`src/hw/rtl/kwm_pkg.sv`:
```
// ----------------------------------------------------------------------------
// kwm_pkg
// Shared constants, codes and types of the k-way merge heap engine.
// ----------------------------------------------------------------------------
package kwm_pkg;

  // sizes
  localparam int MAX_LISTS = 16;
  localparam int IDX_W     = $clog2(MAX_LISTS);
  localparam int CNT_W     = $clog2(MAX_LISTS + 1);
  localparam int VAL_W     = 32;
  localparam int SRC_W     = 4;

  // operation codes
  localparam logic [1:0] OP_CLEAR   = 2'd0;
  localparam logic [1:0] OP_LOAD    = 2'd1;
  localparam logic [1:0] OP_BUILD   = 2'd2;
  localparam logic [1:0] OP_ADVANCE = 2'd3;

  // result status codes
  localparam logic [1:0] RS_OK    = 2'd0;
  localparam logic [1:0] RS_FULL  = 2'd1;
  localparam logic [1:0] RS_EMPTY = 2'd2;

  // one heap entry
  typedef struct packed {
    logic signed [VAL_W-1:0] val;
    logic [SRC_W-1:0]        src;
  } kwm_entry_t;

  localparam int ENTRY_W = $bits(kwm_entry_t);

  // controller states
  typedef enum logic [3:0] {
    S_IDLE,
    S_BUILD_RD,
    S_BUILD_CAP,
    S_LAST_CAP,
    S_SIFT_LEFT,
    S_SIFT_RIGHT,
    S_SIFT_PICK,
    S_SIFT_END,
    S_REPORT
  } kwm_state_t;

  // commands from controller to datapath
  typedef struct packed {
    logic accept;
    logic clear;
    logic load;
    logic load_err;
    logic adv_err;
    logic adv_next;
    logic adv_last;
    logic build_init;
    logic build_rd;
    logic build_cap;
    logic last_cap;
    logic sift_left;
    logic sift_right;
    logic sift_pick;
    logic sift_fin;
    logic build_dec;
    logic report;
  } kwm_cmd_t;

  // status from datapath to controller
  typedef struct packed {
    logic empty;
    logic full;
    logic multi;
    logic left_ok;
    logic moving;
    logic build_more;
  } kwm_stat_t;

endpackage

```
`src/hw/rtl/kway_merge_min_heap.sv`:
```
// ----------------------------------------------------------------------------
// kway_merge_min_heap
// K-way merge engine on a binary min-heap of (value, source list) entries.
// ----------------------------------------------------------------------------
// An operation is taken when start is high and busy is low; exactly one
// result follows, shown for one cycle with out_valid high, and must be taken
// then since the block cannot be held off. Clear, load, any error and an
// advance that empties the heap go straight to the result. An advance with
// a sift walks down the heap level by level; build sifts each internal node
// in turn, from the last one back to the root. The heap memory has a single
// read port, so each level of the sift reads the left child and then the
// right child. busy drops in the cycle the result is shown, so the next
// operation may start alongside it.
module kway_merge_min_heap
  import kwm_pkg::*;
(
  input  logic                    clk,
  input  logic                    rst_n,
  input  logic                    start,
  output logic                    busy,
  input  logic [1:0]              in_operation,
  input  logic signed [VAL_W-1:0] in_entry_value,
  input  logic [SRC_W-1:0]        in_entry_source,
  input  logic                    in_has_next,
  output logic                    out_valid,
  output logic [1:0]              out_status,
  output logic signed [VAL_W-1:0] out_popped_value,
  output logic [SRC_W-1:0]        out_popped_source,
  output logic [SRC_W-1:0]        out_top_source,
  output logic [CNT_W-1:0]        out_remaining
);

  kwm_cmd_t  cmd;
  kwm_stat_t stat;

  // sequencer
  kwm_ctrl u_ctrl (
    .clk          (clk),
    .rst_n        (rst_n),
    .start        (start),
    .in_operation (in_operation),
    .in_has_next  (in_has_next),
    .stat         (stat),
    .cmd          (cmd),
    .busy         (busy)
  );

  // heap datapath
  kwm_datapath u_dp (
    .clk               (clk),
    .rst_n             (rst_n),
    .cmd               (cmd),
    .stat              (stat),
    .in_entry_value    (in_entry_value),
    .in_entry_source   (in_entry_source),
    .out_valid         (out_valid),
    .out_status        (out_status),
    .out_popped_value  (out_popped_value),
    .out_popped_source (out_popped_source),
    .out_top_source    (out_top_source),
    .out_remaining     (out_remaining)
  );

endmodule

```
`src/hw/rtl/kwm_ram.sv`:
```
// ----------------------------------------------------------------------------
// kwm_ram
// Generic single-write, single-read RAM with registered read data.
// ----------------------------------------------------------------------------
module kwm_ram #(
  parameter int WIDTH = 36,
  parameter int DEPTH = 16,
  localparam int AW   = $clog2(DEPTH)
) (
  input  logic             clk,
  input  logic             wr_en,
  input  logic [AW-1:0]    wr_addr,
  input  logic [WIDTH-1:0] wr_data,
  input  logic [AW-1:0]    rd_addr,
  output logic [WIDTH-1:0] rd_data
);

  logic [WIDTH-1:0] mem [DEPTH];

  // write port
  always_ff @(posedge clk) begin
    if (wr_en) begin
      mem[wr_addr] <= wr_data;
    end
  end

  // registered read port
  always_ff @(posedge clk) begin
    rd_data <= mem[rd_addr];
  end

endmodule

```
`src/hw/rtl/kwm_datapath.sv`:
```
// ----------------------------------------------------------------------------
// kwm_datapath
// Heap store, entry count, sift registers and result registers.
// ----------------------------------------------------------------------------
module kwm_datapath
  import kwm_pkg::*;
(
  input  logic                    clk,
  input  logic                    rst_n,
  input  kwm_cmd_t                cmd,
  output kwm_stat_t               stat,
  input  logic signed [VAL_W-1:0] in_entry_value,
  input  logic [SRC_W-1:0]        in_entry_source,
  output logic                    out_valid,
  output logic [1:0]              out_status,
  output logic signed [VAL_W-1:0] out_popped_value,
  output logic [SRC_W-1:0]        out_popped_source,
  output logic [SRC_W-1:0]        out_top_source,
  output logic [CNT_W-1:0]        out_remaining
);

  // control registers
  logic [CNT_W-1:0]        count_r, count_nxt;
  logic                    valid_r, valid_nxt;

  // payload registers
  kwm_entry_t              top_r, top_nxt;
  kwm_entry_t              cur_r, cur_nxt;
  kwm_entry_t              lft_r, lft_nxt;
  logic                    lsel_r, lsel_nxt;
  logic [IDX_W-1:0]        node_r, node_nxt;
  logic [IDX_W-1:0]        bidx_r, bidx_nxt;
  logic [1:0]              st_r, st_nxt;
  kwm_entry_t              pop_r, pop_nxt;
  logic [1:0]              ost_r, ost_nxt;
  kwm_entry_t              opop_r, opop_nxt;
  logic [SRC_W-1:0]        otop_r, otop_nxt;
  logic [CNT_W-1:0]        orem_r, orem_nxt;

  // memory port signals
  logic                    wr_en;
  logic [IDX_W-1:0]        wr_addr;
  kwm_entry_t              wr_data;
  logic [IDX_W-1:0]        rd_addr;
  logic [ENTRY_W-1:0]      rd_raw;
  kwm_entry_t              rd_ent;

  // child indexes of the current node
  logic [CNT_W-1:0]        left_idx;
  logic [CNT_W-1:0]        right_idx;
  logic                    left_ok;
  logic                    right_ok;
  logic signed [VAL_W-1:0] best_val;
  logic                    take_r;

  assign rd_ent    = kwm_entry_t'(rd_raw);
  assign left_idx  = {node_r, 1'b1};
  assign right_idx = {node_r, 1'b0} + CNT_W'(2);
  assign left_ok   = left_idx < count_r;
  assign right_ok  = left_ok && (right_idx < count_r);

  // choice among node, left and right child
  assign best_val = lsel_r ? lft_r.val : cur_r.val;
  assign take_r   = right_ok && ($signed(rd_ent.val) < $signed(best_val));

  // heap store
  kwm_ram #(
    .WIDTH (ENTRY_W),
    .DEPTH (MAX_LISTS)
  ) u_ram (
    .clk     (clk),
    .wr_en   (wr_en),
    .wr_addr (wr_addr),
    .wr_data (ENTRY_W'(wr_data)),
    .rd_addr (rd_addr),
    .rd_data (rd_raw)
  );

  // write port selection
  always_comb begin
    wr_en   = 1'b0;
    wr_addr = node_r;
    wr_data = cur_r;
    if (cmd.load) begin
      wr_en   = 1'b1;
      wr_addr = count_r[IDX_W-1:0];
      wr_data = '{val: in_entry_value, src: in_entry_source};
    end else if (cmd.sift_fin) begin
      wr_en   = 1'b1;
    end else if (cmd.sift_pick) begin
      wr_en   = 1'b1;
      if (take_r) begin
        wr_data = rd_ent;
      end else if (lsel_r) begin
        wr_data = lft_r;
      end
    end
  end

  // read address selection
  always_comb begin
    rd_addr = node_r;
    if (cmd.adv_last) begin
      rd_addr = IDX_W'(count_r - CNT_W'(1));
    end else if (cmd.build_rd) begin
      rd_addr = bidx_r;
    end else if (cmd.sift_left) begin
      rd_addr = left_idx[IDX_W-1:0];
    end else if (cmd.sift_right) begin
      rd_addr = right_idx[IDX_W-1:0];
    end
  end

  // next state of all datapath registers
  always_comb begin
    count_nxt = count_r;
    top_nxt   = top_r;
    cur_nxt   = cur_r;
    lft_nxt   = lft_r;
    lsel_nxt  = lsel_r;
    node_nxt  = node_r;
    bidx_nxt  = bidx_r;
    st_nxt    = st_r;
    pop_nxt   = pop_r;
    valid_nxt = 1'b0;
    ost_nxt   = ost_r;
    opop_nxt  = opop_r;
    otop_nxt  = otop_r;
    orem_nxt  = orem_r;

    // staging of the result fields
    if (cmd.accept) begin
      st_nxt  = RS_OK;
      pop_nxt = '0;
    end
    if (cmd.load_err) begin
      st_nxt = RS_FULL;
    end
    if (cmd.adv_err) begin
      st_nxt = RS_EMPTY;
    end

    // count updates
    if (cmd.clear) begin
      count_nxt = '0;
    end
    if (cmd.load) begin
      count_nxt = count_r + CNT_W'(1);
    end

    // pop with refill or with last entry
    if (cmd.adv_next) begin
      pop_nxt  = top_r;
      cur_nxt  = '{val: in_entry_value, src: top_r.src};
      node_nxt = '0;
    end
    if (cmd.adv_last) begin
      pop_nxt   = top_r;
      count_nxt = count_r - CNT_W'(1);
    end
    if (cmd.last_cap) begin
      cur_nxt  = rd_ent;
      node_nxt = '0;
    end

    // bottom-up build walk
    if (cmd.build_init) begin
      bidx_nxt = IDX_W'((count_r - CNT_W'(2)) >> 1);
    end
    if (cmd.build_rd) begin
      node_nxt = bidx_r;
    end
    if (cmd.build_cap) begin
      cur_nxt = rd_ent;
    end
    if (cmd.build_dec) begin
      bidx_nxt = bidx_r - IDX_W'(1);
    end

    // sift steps
    if (cmd.sift_right) begin
      lft_nxt  = rd_ent;
      lsel_nxt = $signed(rd_ent.val) < $signed(cur_r.val);
    end
    if (cmd.sift_pick) begin
      if (take_r) begin
        node_nxt = right_idx[IDX_W-1:0];
      end else if (lsel_r) begin
        node_nxt = left_idx[IDX_W-1:0];
      end
    end

    // mirror of the top entry
    if (wr_en && (wr_addr == '0)) begin
      top_nxt = wr_data;
    end

    // result registers
    if (cmd.report) begin
      valid_nxt = 1'b1;
      ost_nxt   = st_r;
      opop_nxt  = pop_r;
      otop_nxt  = (count_r == '0) ? '0 : top_r.src;
      orem_nxt  = count_r;
    end
  end

  // control registers
  always_ff @(posedge clk) begin
    if (!rst_n) begin
      count_r <= '0;
      valid_r <= 1'b0;
    end else begin
      count_r <= count_nxt;
      valid_r <= valid_nxt;
    end
  end

  // payload registers
  always_ff @(posedge clk) begin
    top_r  <= top_nxt;
    cur_r  <= cur_nxt;
    lft_r  <= lft_nxt;
    lsel_r <= lsel_nxt;
    node_r <= node_nxt;
    bidx_r <= bidx_nxt;
    st_r   <= st_nxt;
    pop_r  <= pop_nxt;
    ost_r  <= ost_nxt;
    opop_r <= opop_nxt;
    otop_r <= otop_nxt;
    orem_r <= orem_nxt;
  end

  // status to the controller
  assign stat.empty      = (count_r == '0);
  assign stat.full       = (count_r >= CNT_W'(MAX_LISTS));
  assign stat.multi      = (count_r >= CNT_W'(2));
  assign stat.left_ok    = left_ok;
  assign stat.moving     = take_r || lsel_r;
  assign stat.build_more = (bidx_r != '0);

  // result ports
  assign out_valid         = valid_r;
  assign out_status        = ost_r;
  assign out_popped_value  = opop_r.val;
  assign out_popped_source = opop_r.src;
  assign out_top_source    = otop_r;
  assign out_remaining     = orem_r;

endmodule

```
`src/hw/rtl/kwm_ctrl.sv`:
```
// ----------------------------------------------------------------------------
// kwm_ctrl
// Sequencer for load, build, advance and the sift-down walk.
// ----------------------------------------------------------------------------
module kwm_ctrl
  import kwm_pkg::*;
(
  input  logic       clk,
  input  logic       rst_n,
  input  logic       start,
  input  logic [1:0] in_operation,
  input  logic       in_has_next,
  input  kwm_stat_t  stat,
  output kwm_cmd_t   cmd,
  output logic       busy
);

  kwm_state_t state_r, state_nxt;
  logic       bld_r, bld_nxt;

  // next state
  always_comb begin
    state_nxt = state_r;
    bld_nxt   = bld_r;
    case (state_r)
      S_IDLE: begin
        if (start) begin
          bld_nxt   = 1'b0;
          state_nxt = S_REPORT;
          case (in_operation)
            OP_BUILD: begin
              if (stat.multi) begin
                bld_nxt   = 1'b1;
                state_nxt = S_BUILD_RD;
              end
            end
            OP_ADVANCE: begin
              if (!stat.empty) begin
                if (in_has_next) begin
                  state_nxt = S_SIFT_LEFT;
                end else if (stat.multi) begin
                  state_nxt = S_LAST_CAP;
                end
              end
            end
            default: state_nxt = S_REPORT;
          endcase
        end
      end
      S_BUILD_RD:   state_nxt = S_BUILD_CAP;
      S_BUILD_CAP:  state_nxt = S_SIFT_LEFT;
      S_LAST_CAP:   state_nxt = S_SIFT_LEFT;
      S_SIFT_LEFT:  state_nxt = stat.left_ok ? S_SIFT_RIGHT : S_SIFT_END;
      S_SIFT_RIGHT: state_nxt = S_SIFT_PICK;
      S_SIFT_PICK:  state_nxt = stat.moving ? S_SIFT_LEFT : S_SIFT_END;
      S_SIFT_END: begin
        state_nxt = (bld_r && stat.build_more) ? S_BUILD_RD : S_REPORT;
      end
      S_REPORT:     state_nxt = S_IDLE;
      default:      state_nxt = S_IDLE;
    endcase
  end

  // command outputs
  always_comb begin
    cmd = '0;
    case (state_r)
      S_IDLE: begin
        if (start) begin
          cmd.accept = 1'b1;
          case (in_operation)
            OP_CLEAR: cmd.clear = 1'b1;
            OP_LOAD: begin
              cmd.load     = !stat.full;
              cmd.load_err = stat.full;
            end
            OP_BUILD: cmd.build_init = stat.multi;
            OP_ADVANCE: begin
              cmd.adv_err  = stat.empty;
              cmd.adv_next = !stat.empty && in_has_next;
              cmd.adv_last = !stat.empty && !in_has_next;
            end
            default: cmd.accept = 1'b1;
          endcase
        end
      end
      S_BUILD_RD:   cmd.build_rd = 1'b1;
      S_BUILD_CAP:  cmd.build_cap = 1'b1;
      S_LAST_CAP:   cmd.last_cap = 1'b1;
      S_SIFT_LEFT: begin
        cmd.sift_left = stat.left_ok;
        cmd.sift_fin  = !stat.left_ok;
      end
      S_SIFT_RIGHT: cmd.sift_right = 1'b1;
      S_SIFT_PICK:  cmd.sift_pick = 1'b1;
      S_SIFT_END:   cmd.build_dec = bld_r && stat.build_more;
      S_REPORT:     cmd.report = 1'b1;
      default:      cmd = '0;
    endcase
  end

  // state registers
  always_ff @(posedge clk) begin
    if (!rst_n) begin
      state_r <= S_IDLE;
      bld_r   <= 1'b0;
    end else begin
      state_r <= state_nxt;
      bld_r   <= bld_nxt;
    end
  end

  assign busy = (state_r != S_IDLE);

endmodule

```
`config.mk`:
```
export PLATFORM = sky130hd
export DESIGN_NAME = kway_merge_min_heap
export DESIGN_NICKNAME = d
export VERILOG_FILES = /design/src/hw/rtl/kwm_pkg.sv /design/src/hw/rtl/kway_merge_min_heap.sv /design/src/hw/rtl/kwm_ram.sv /design/src/hw/rtl/kwm_datapath.sv /design/src/hw/rtl/kwm_ctrl.sv
export SDC_FILE = /design/constraint.sdc
export NUM_CORES = 1
export LEC_CHECK = 0
export BUFFER_PORTS_ARGS = -buffer_cell sky130_fd_sc_hd__buf_2
export CORE_MARGIN = 3
export CORE_UTILIZATION = 60
export DETAILED_ROUTE_END_ITERATION = 16
export PLACE_DENSITY = 0.74
export SLEW_MARGIN = 20
export SYNTH_ARGS = -nofsm -noshare
export SYNTH_HDL_FRONTEND = slang
export SYNTH_SLANG_ARGS = --single-unit
```
`constraint.sdc`:
```
create_clock -name clk -period 6.9 [get_ports clk]
set_input_delay 0.345 -clock clk [delete_from_list [all_inputs] [get_ports clk]]
set_output_delay 0.345 -clock clk [all_outputs]
set_load 0.005 [all_outputs]
```
* Yosys cells after proc, flatten, opt, wreduce, memory -nomap -nowiden
Memory sizes are Yosys's and may differ from the RTL's. A register that Yosys moved wholly into a read port is not among the register bits.
Cells that the tools add are included.
** Storage, ports and cells
- Flip-flop bits (word level) :: 213
- RAM bits :: 576
- Logic and storage cells :: 132
- Bits of input ports :: 42
- Memories kept :: 1
- Output and inout port bits :: 49
** Operators by class
- Add/subtract/negate cells :: 5
- Eq/ne operators :: 12
- Magnitude comparators :: 6
- Reduce and logical (&&, ||, !) cells :: 24
- Mux-type cells :: 63
** Memory list
- u_dp.u_ram.mem :: words 16, bits a word 36, rd ports 1, clocked after Yosys merged registers in 1, write ports 1, line kwm_ram.sv:18 : logic [WIDTH-1:0] mem [DEPTH];
** Operators by type and width (count)
- two-way mux 36 bit :: 11
- two-way mux 4 bit :: 19
- < comparator 32 bit :: 2
- two-way mux 32 bit :: 1
- case mux 4 bit (7 select lines) :: 1
- two-way mux 1 bit :: 19
- == test 4 x 3 -> 1 bit (second input constant) :: 4
- two-way mux 8 bit :: 2
- two-way mux 5 bit :: 3
- < comparator 5 bit :: 2
- two-way mux 2 bit :: 5
- nonzero test 3 bit :: 3
- == test 4 x 2 -> 1 bit (second input constant) :: 2
- logical NOT 4 bit :: 2
- case mux 4 bit (2 select lines) :: 1
- nonzero test 4 bit :: 2
- logical AND 1 bit :: 6
- adder 5 x 1 -> 5 bit (second input constant) :: 1
- adder 5 x 2 -> 5 bit (second input constant) :: 1
- >= comparator 5 x 2 -> 1 bit (second input constant) :: 1
- >= comparator 5 bit (second input constant) :: 1
- logical NOT 5 bit :: 1
- subtractor 5 x 1 -> 5 bit (second input constant) :: 1
- subtractor 5 x 2 -> 5 bit (second input constant) :: 1
- 13 further kinds :: 18

* Longest topological paths before layout
- Word-level depth :: 12
- Depth in mapped cells :: 15
- Depth with buffers taken out :: 10

* Cells and area by module
From an unflattened synthesis, not the netlist that was laid out.
** Unflattened totals
- Cells, all modules :: 1934
- Area, all modules :: 33906.3 µm²
** By module, submodules not included
- kwm_ram :: times used 1, sequential area each 18017.3 µm², area an instance 22318.9 µm², cells an instance 938
- kwm_datapath :: times used 1, sequential area each 6125.9 µm², area an instance 11105.7 µm², cells an instance 933
- kwm_ctrl :: times used 1, sequential area each 100.1 µm², area an instance 481.7 µm², cells an instance 63

* Worst setup path before layout
OpenSTA, ideal clock, no wires.
- Path type :: register to register
- Start point :: reg u_dp.lsel_r
- End point :: mem u_dp.u_ram.mem[0][0] (data pin)
- Data required time :: 6570 ps
- Slack :: 2323 ps
- Arrival time :: 4246 ps
- Period minus slack after synthesis :: 4577 ps
- Path buffers :: 3
- Library setup time :: 330 ps
- Cell stages (with the launch flop) :: 14
- Cell sequence :: edfxtp_1 > clkbuf_1 > clkbuf_1 > buf_1 > mux2i_1 > ha_1 > a211oi_1 > o211ai_1 > o221ai_1 > o2111ai_1 > nor3_1 > mux2i_1 > mux2i_1 > o21ai_0
** Between the ends
- Cells in the longest elaborated chain, start to end :: 7
- Elaborated cells between the ends (all ways) :: 8
- Classes of those cells :: 1 x order compare; 6 x mux; 1 x reduce/logical
** Ends and longest elaborated chain
- from (decl) :: line kwm_datapath.sv:30 : logic lsel_r, lsel_nxt;
- from (signal assigned) :: line kwm_datapath.sv:224 : lsel_r <= lsel_nxt;
- two-way mux 32 bit :: line kwm_datapath.sv:63 : assign best_val = lsel_r ? lft_r.val : cur_r.val;
- < comparator 32 bit :: line kwm_datapath.sv:64 : assign take_r = right_ok && ($signed(rd_ent.val) < $signed(best_val));
- logical AND 1 bit :: line kwm_datapath.sv:64
- two-way mux 36 bit (*) :: line kwm_datapath.sv:92 : if (take_r) begin
- two-way mux 36 bit (*) :: line kwm_datapath.sv:90 : end else if (cmd.sift_pick) begin
- two-way mux 36 bit (*) :: line kwm_datapath.sv:88 : end else if (cmd.sift_fin) begin
- two-way mux 36 bit (*) :: line kwm_datapath.sv:84 : if (cmd.load) begin
- named net u_dp.u_ram.wr_data[0] :: line kwm_ram.sv:13 : input logic [WIDTH-1:0] wr_data,
- to (decl) :: line kwm_ram.sv:18
The timed path passes the listed nets; every way through them passes the cells marked *.

* Worst setup path after layout
- Start point :: reg u_dp.lsel_r
- End point :: mem u_dp.u_ram.mem[4][8] (data pin)
Same word-level chain as after synthesis.

==> flow_summary.ini <==
[status]
outcome = complete, no violations

[power]
pwr_density_cell_nw_per_um2 = 309
power_frac_clock_pct = 36.8
power_switching_share_pct = 25.9
max-vdd-ir-drop_mv = 0.212
power.combinational.fraction_pct = 15.0
leakage_uw = 0.0139
sequentialPowerShare_pct = 48.2
switching_power_uw = 3030
p_int_uw = 8640

[routing]
average_vias_per_placed_instance = 6.30
detailedRoute.firstIterationViolations = 2057
drc = 0
detail_route.first_pass.iterations = 7
drt-total-wl_mm = 80.3
num_vias = 19800
route.antenna.remaining_nets = 0
post_drt_wl_per_cell_um = 25.6

[synth]
synthesis.instances = 2237
synthArstFlopShare_pct = 0
synth_top_cells_by_area = sky130_fd_sc_hd__edfxtp_1, sky130_fd_sc_hd__mux2i_1, sky130_fd_sc_hd__dfxtp_1, sky130_fd_sc_hd__ha_1, sky130_fd_sc_hd__nand2_1
most_instantiated_flip_flop_cell_in_the_synthesis_netlist = sky130_fd_sc_hd__edfxtp_1
synth_sequential_area_ratio_pct = 68.4
post-synth-top-area-cell = sky130_fd_sc_hd__edfxtp_1
number_of_nets_in_the_synthesized_netlist = 2357
synth-edff-count = 736
fraction_of_synthesized_cell_area_taken_by_the_top_area_cell_type_pct = 65.3
yosys.cell_types.count = 78
yosys_warnings = 0
synthesis.area_um2 = 33800
post_synth.cell_area_avg_um2 = 15.1
number_of_synthesized_register_bits = 789

[global_routing]
grt_pass1_wl_mm = 120
grt_util_all_layers_pct = 27.1
grt.busiest_layer = met2
antenna_found_initial = 0
groute.layer.met2.usage_pct = 43.9
grt_max_degree = 117
use_met3_pct = 4.40
global_route.overflow_total = 0
use_met1_pct = 37.1
number_of_global_route_vias_before_repair = 19500

[job]
maxCapViolations = 0

[clock_tree]
clockBufferDepth = 3
ctsHoldBuffers = 0
cts.reportedPaths.clkPinSlew_ps = 60
tritoncts = built
clk_root_buffer_cell = sky130_fd_sc_hd__clkbuf_16
clock_tree.htree_level_count = 3
tritoncts_num_sinks = 789
clk_latency_ps = 620
post-cts-setup-buffers = 0
number_of_cts_inserted_buffers = 79
post_cts.resized_instances = 0

[setup_path]
r2r_start = u_dp.lsel_r$_DFFE_PP_
timing.critical_path.max_delay_family = simple AND/OR/NAND/NOR gates
worst-endpoint-required_ps = 7070
worstSetupStartpointType = flop
reg2reg_depth = 12
crit_path_end_kind = flop
timing.critical_path.slowest_cell_delay_ps = 860
cp_common_cell = sky130_fd_sc_hd__nor3_1
worstSetupEndpoint = u_dp.u_ram.mem[4][8]$_DFFE_PP_
worstPathCellList = buf_12 -> mux2i_1 -> ha_1 -> nand4_1 -> nor3_1 -> nand2_1 -> a311oi_1 -> nor3_1 -> mux2_2 -> buf_4 -> or3_1 -> nand3_1
timing.critical_path.fanout_max = 37
reg2reg_to = u_dp.u_ram.mem[4][8]$_DFFE_PP_
worst-r2r-setup-slack_ps = 1790
worst_setup_path_startpoint = u_dp.lsel_r$_DFFE_PP_
critical_path.n_buffers_inverters = 2
arr_time_crit_path_ps = 5280
timing.critical_path.depth = 12
timing.setup.critical_path_class = reg -> reg
cp_slowest_cell = sky130_fd_sc_hd__edfxtp_1

[timing]
report.final.setup_viol = 0
setup_total_negative_slack_ps = 0
hold-worst-slack_ps = 55.1
rsz0062_at_grt = false
final_min_period_over_clock_period_pct = 74.0
timing.clock.skew_ps = 26.2
layout_min_cycle_time_ps = 5110
hold_viol_final = 0
fmaxAchievable_mhz = 196
slew_viol_final = 0
tightestPinTransition_ps = 1160
layout_setup_ws_ps = 1790
maxSlewHeadroom_pct = 22.5

[finish]
layout.cells.most_common = sky130_fd_sc_hd__edfxtp_1
layout-drive-gt1-share_pct = 15.5
final_core_utilization_pct = 68.1
layout_common_cells = sky130_fd_sc_hd__edfxtp_1, sky130_fd_sc_hd__mux2i_1, sky130_fd_sc_hd__nand2_1
area_growth_syn_to_layout_pct = 11.4
layout.nets = 2447
antennaDiodeCount = 0

[hold_path]
hold_class = in -> reg

[place]
placement.io_buffers = 90
globalplace.congestion = 0.834
dp_hpwl_mm = 45.3
detailedPlace.worstSlack_ps = 1610

[die]
floorplan.die.height_um = 244
die_area_um2 = 59300
die_extent_in_x_um = 244
placeableCoreArea_um2 = 55400
placementRows = 86
effective_utilization_at_floorplan_pct = 61.1
top_level_ports = 91
[metal layers]
layer | wire length [um] | vias up
li1 | - | 8794
met1 | 33200 | 9998
met5 | 0 | -
met2 | 38600 | 835
met3 | 5880 | 150
met4 | 2660 | 0
[flip-flops by register name, indices dropped and copies added (netlist names)]
| register | flops |
|---|---|
| u_dp.count_r | 5 |
| u_dp.out_popped_source | 4 |
| u_dp.pop_r | 36 |
| u_dp.out_valid | 1 |
| u_dp.out_popped_value | 32 |
| u_dp.lsel_r | 1 |
| u_dp.out_status | 2 |
| u_dp.node_r | 4 |
| u_dp.cur_r | 36 |
| u_dp.u_ram.rd_data | 36 |
| u_dp.st_r | 2 |
| u_dp.lft_r | 36 |
| u_dp.bidx_r | 4 |
| u_ctrl.bld_r | 1 |
| u_dp.out_top_source | 4 |
| u_ctrl.state_r | 4 |
| u_dp.u_ram.mem | 576 |
| u_dp.out_remaining | 5 |
[power by group through the flow]
stage	Sequential, uW	Clock, uW	Combinational, uW
CTS	5620	4340	1750
floorplan	5620	0	1290
finish	5630	4290	1750
detailed placement	5710	0	1740
global route	5640	4530	1910
global placement	5710	0	1700
[stage by stage]
step                      cells  total power (uW)  instance area [um2]
after floorplan            2237              6910                33800
after global placement     2991              7410                35100
after detailed placement   2991              7450                35100
after CTS                  3138             11700                37700
after global routing       3141             12100                37700
final                      3141             11700                37700
[cell families (layout without fill, tap and decap cells)]
group	after synthesis	count (layout)	synth area share (%)
DFF	789	789	68.4
adders and majority gates	78	78	2.88
and+or+nand+nor	584	584	8.68
xor gates and xnor gates	9	9	0.233
AOI/OAI and AO/OA	237	237	6.00
muxes	370	370	11.1
buffers and inverters	170	326	2.68
[cell usage after synthesis (4+ instances only)]
library cell                count
sky130_fd_sc_hd__edfxtp_1     736
sky130_fd_sc_hd__mux2i_1      329
sky130_fd_sc_hd__nand2_1      246
sky130_fd_sc_hd__ha_1          78
sky130_fd_sc_hd__and3_1        75
sky130_fd_sc_hd__nand3_1       71
sky130_fd_sc_hd__dfxtp_1       53
sky130_fd_sc_hd__clkbuf_1      51
sky130_fd_sc_hd__and2_1        46
sky130_fd_sc_hd__inv_1         46
sky130_fd_sc_hd__nor2_1        46
sky130_fd_sc_hd__mux2_2        41
sky130_fd_sc_hd__a22oi_1       39
sky130_fd_sc_hd__a21oi_1       38
sky130_fd_sc_hd__a2111oi_2     36
sky130_fd_sc_hd__a32o_1        36
sky130_fd_sc_hd__or3_1         32
sky130_fd_sc_hd__o21ai_0       27
sky130_fd_sc_hd__buf_2         26
sky130_fd_sc_hd__buf_4         23
sky130_fd_sc_hd__buf_6         20
sky130_fd_sc_hd__nor3_1        14
sky130_fd_sc_hd__a21o_1        12
sky130_fd_sc_hd__nand4_1       12
sky130_fd_sc_hd__a31oi_1        6
sky130_fd_sc_hd__nor2b_1        6
sky130_fd_sc_hd__xnor2_1        6
sky130_fd_sc_hd__o21a_1         5
sky130_fd_sc_hd__nand2b_1       4
sky130_fd_sc_hd__nand3b_1       4
[final cells by class]
cell class / count / area, um2
clock buffers: 97 / 2170
clock inverters: 50 / 429
fillers: 3671 / 17700
inverters: 47 / 176
multi-input cells: 1278 / 10000
flip-flops and latches: 789 / 23200
well taps: 748 / 936
repair buffers: 132 / 843
[worst min path at each step]
stage | startpoint | end | slack [ps] | depth (start not counted)
floorplan | u_dp.pop_r[0]$_DFFE_PP_ | u_dp.out_popped_source[0]$_DFFE_PP_ | 400 | 0
global placement | u_dp.pop_r[25]$_DFFE_PP_ | u_dp.out_popped_value[21]$_DFFE_PP_ | 400 | 0
detailed placement | u_dp.pop_r[25]$_DFFE_PP_ | u_dp.out_popped_value[21]$_DFFE_PP_ | 410 | 0
CTS | rst_n | u_dp.count_r[0]$_SDFFE_PN0P_ | 30 | 2
global route | rst_n | u_dp.count_r[0]$_SDFFE_PN0P_ | 60 | 2
finish | rst_n | u_dp.count_r[0]$_SDFFE_PN0P_ | 60 | 2
[worst register-to-register path, delay by kind of cell (launching register included)]
family,cells,cell delay [ps]
simple gates,6,1400
mux,2,930
flops,1,860
buf+inv,2,760
fa+ha+maj,1,400
compound gates,1,280
No activity file was read; power rests on OpenSTA's default activity.
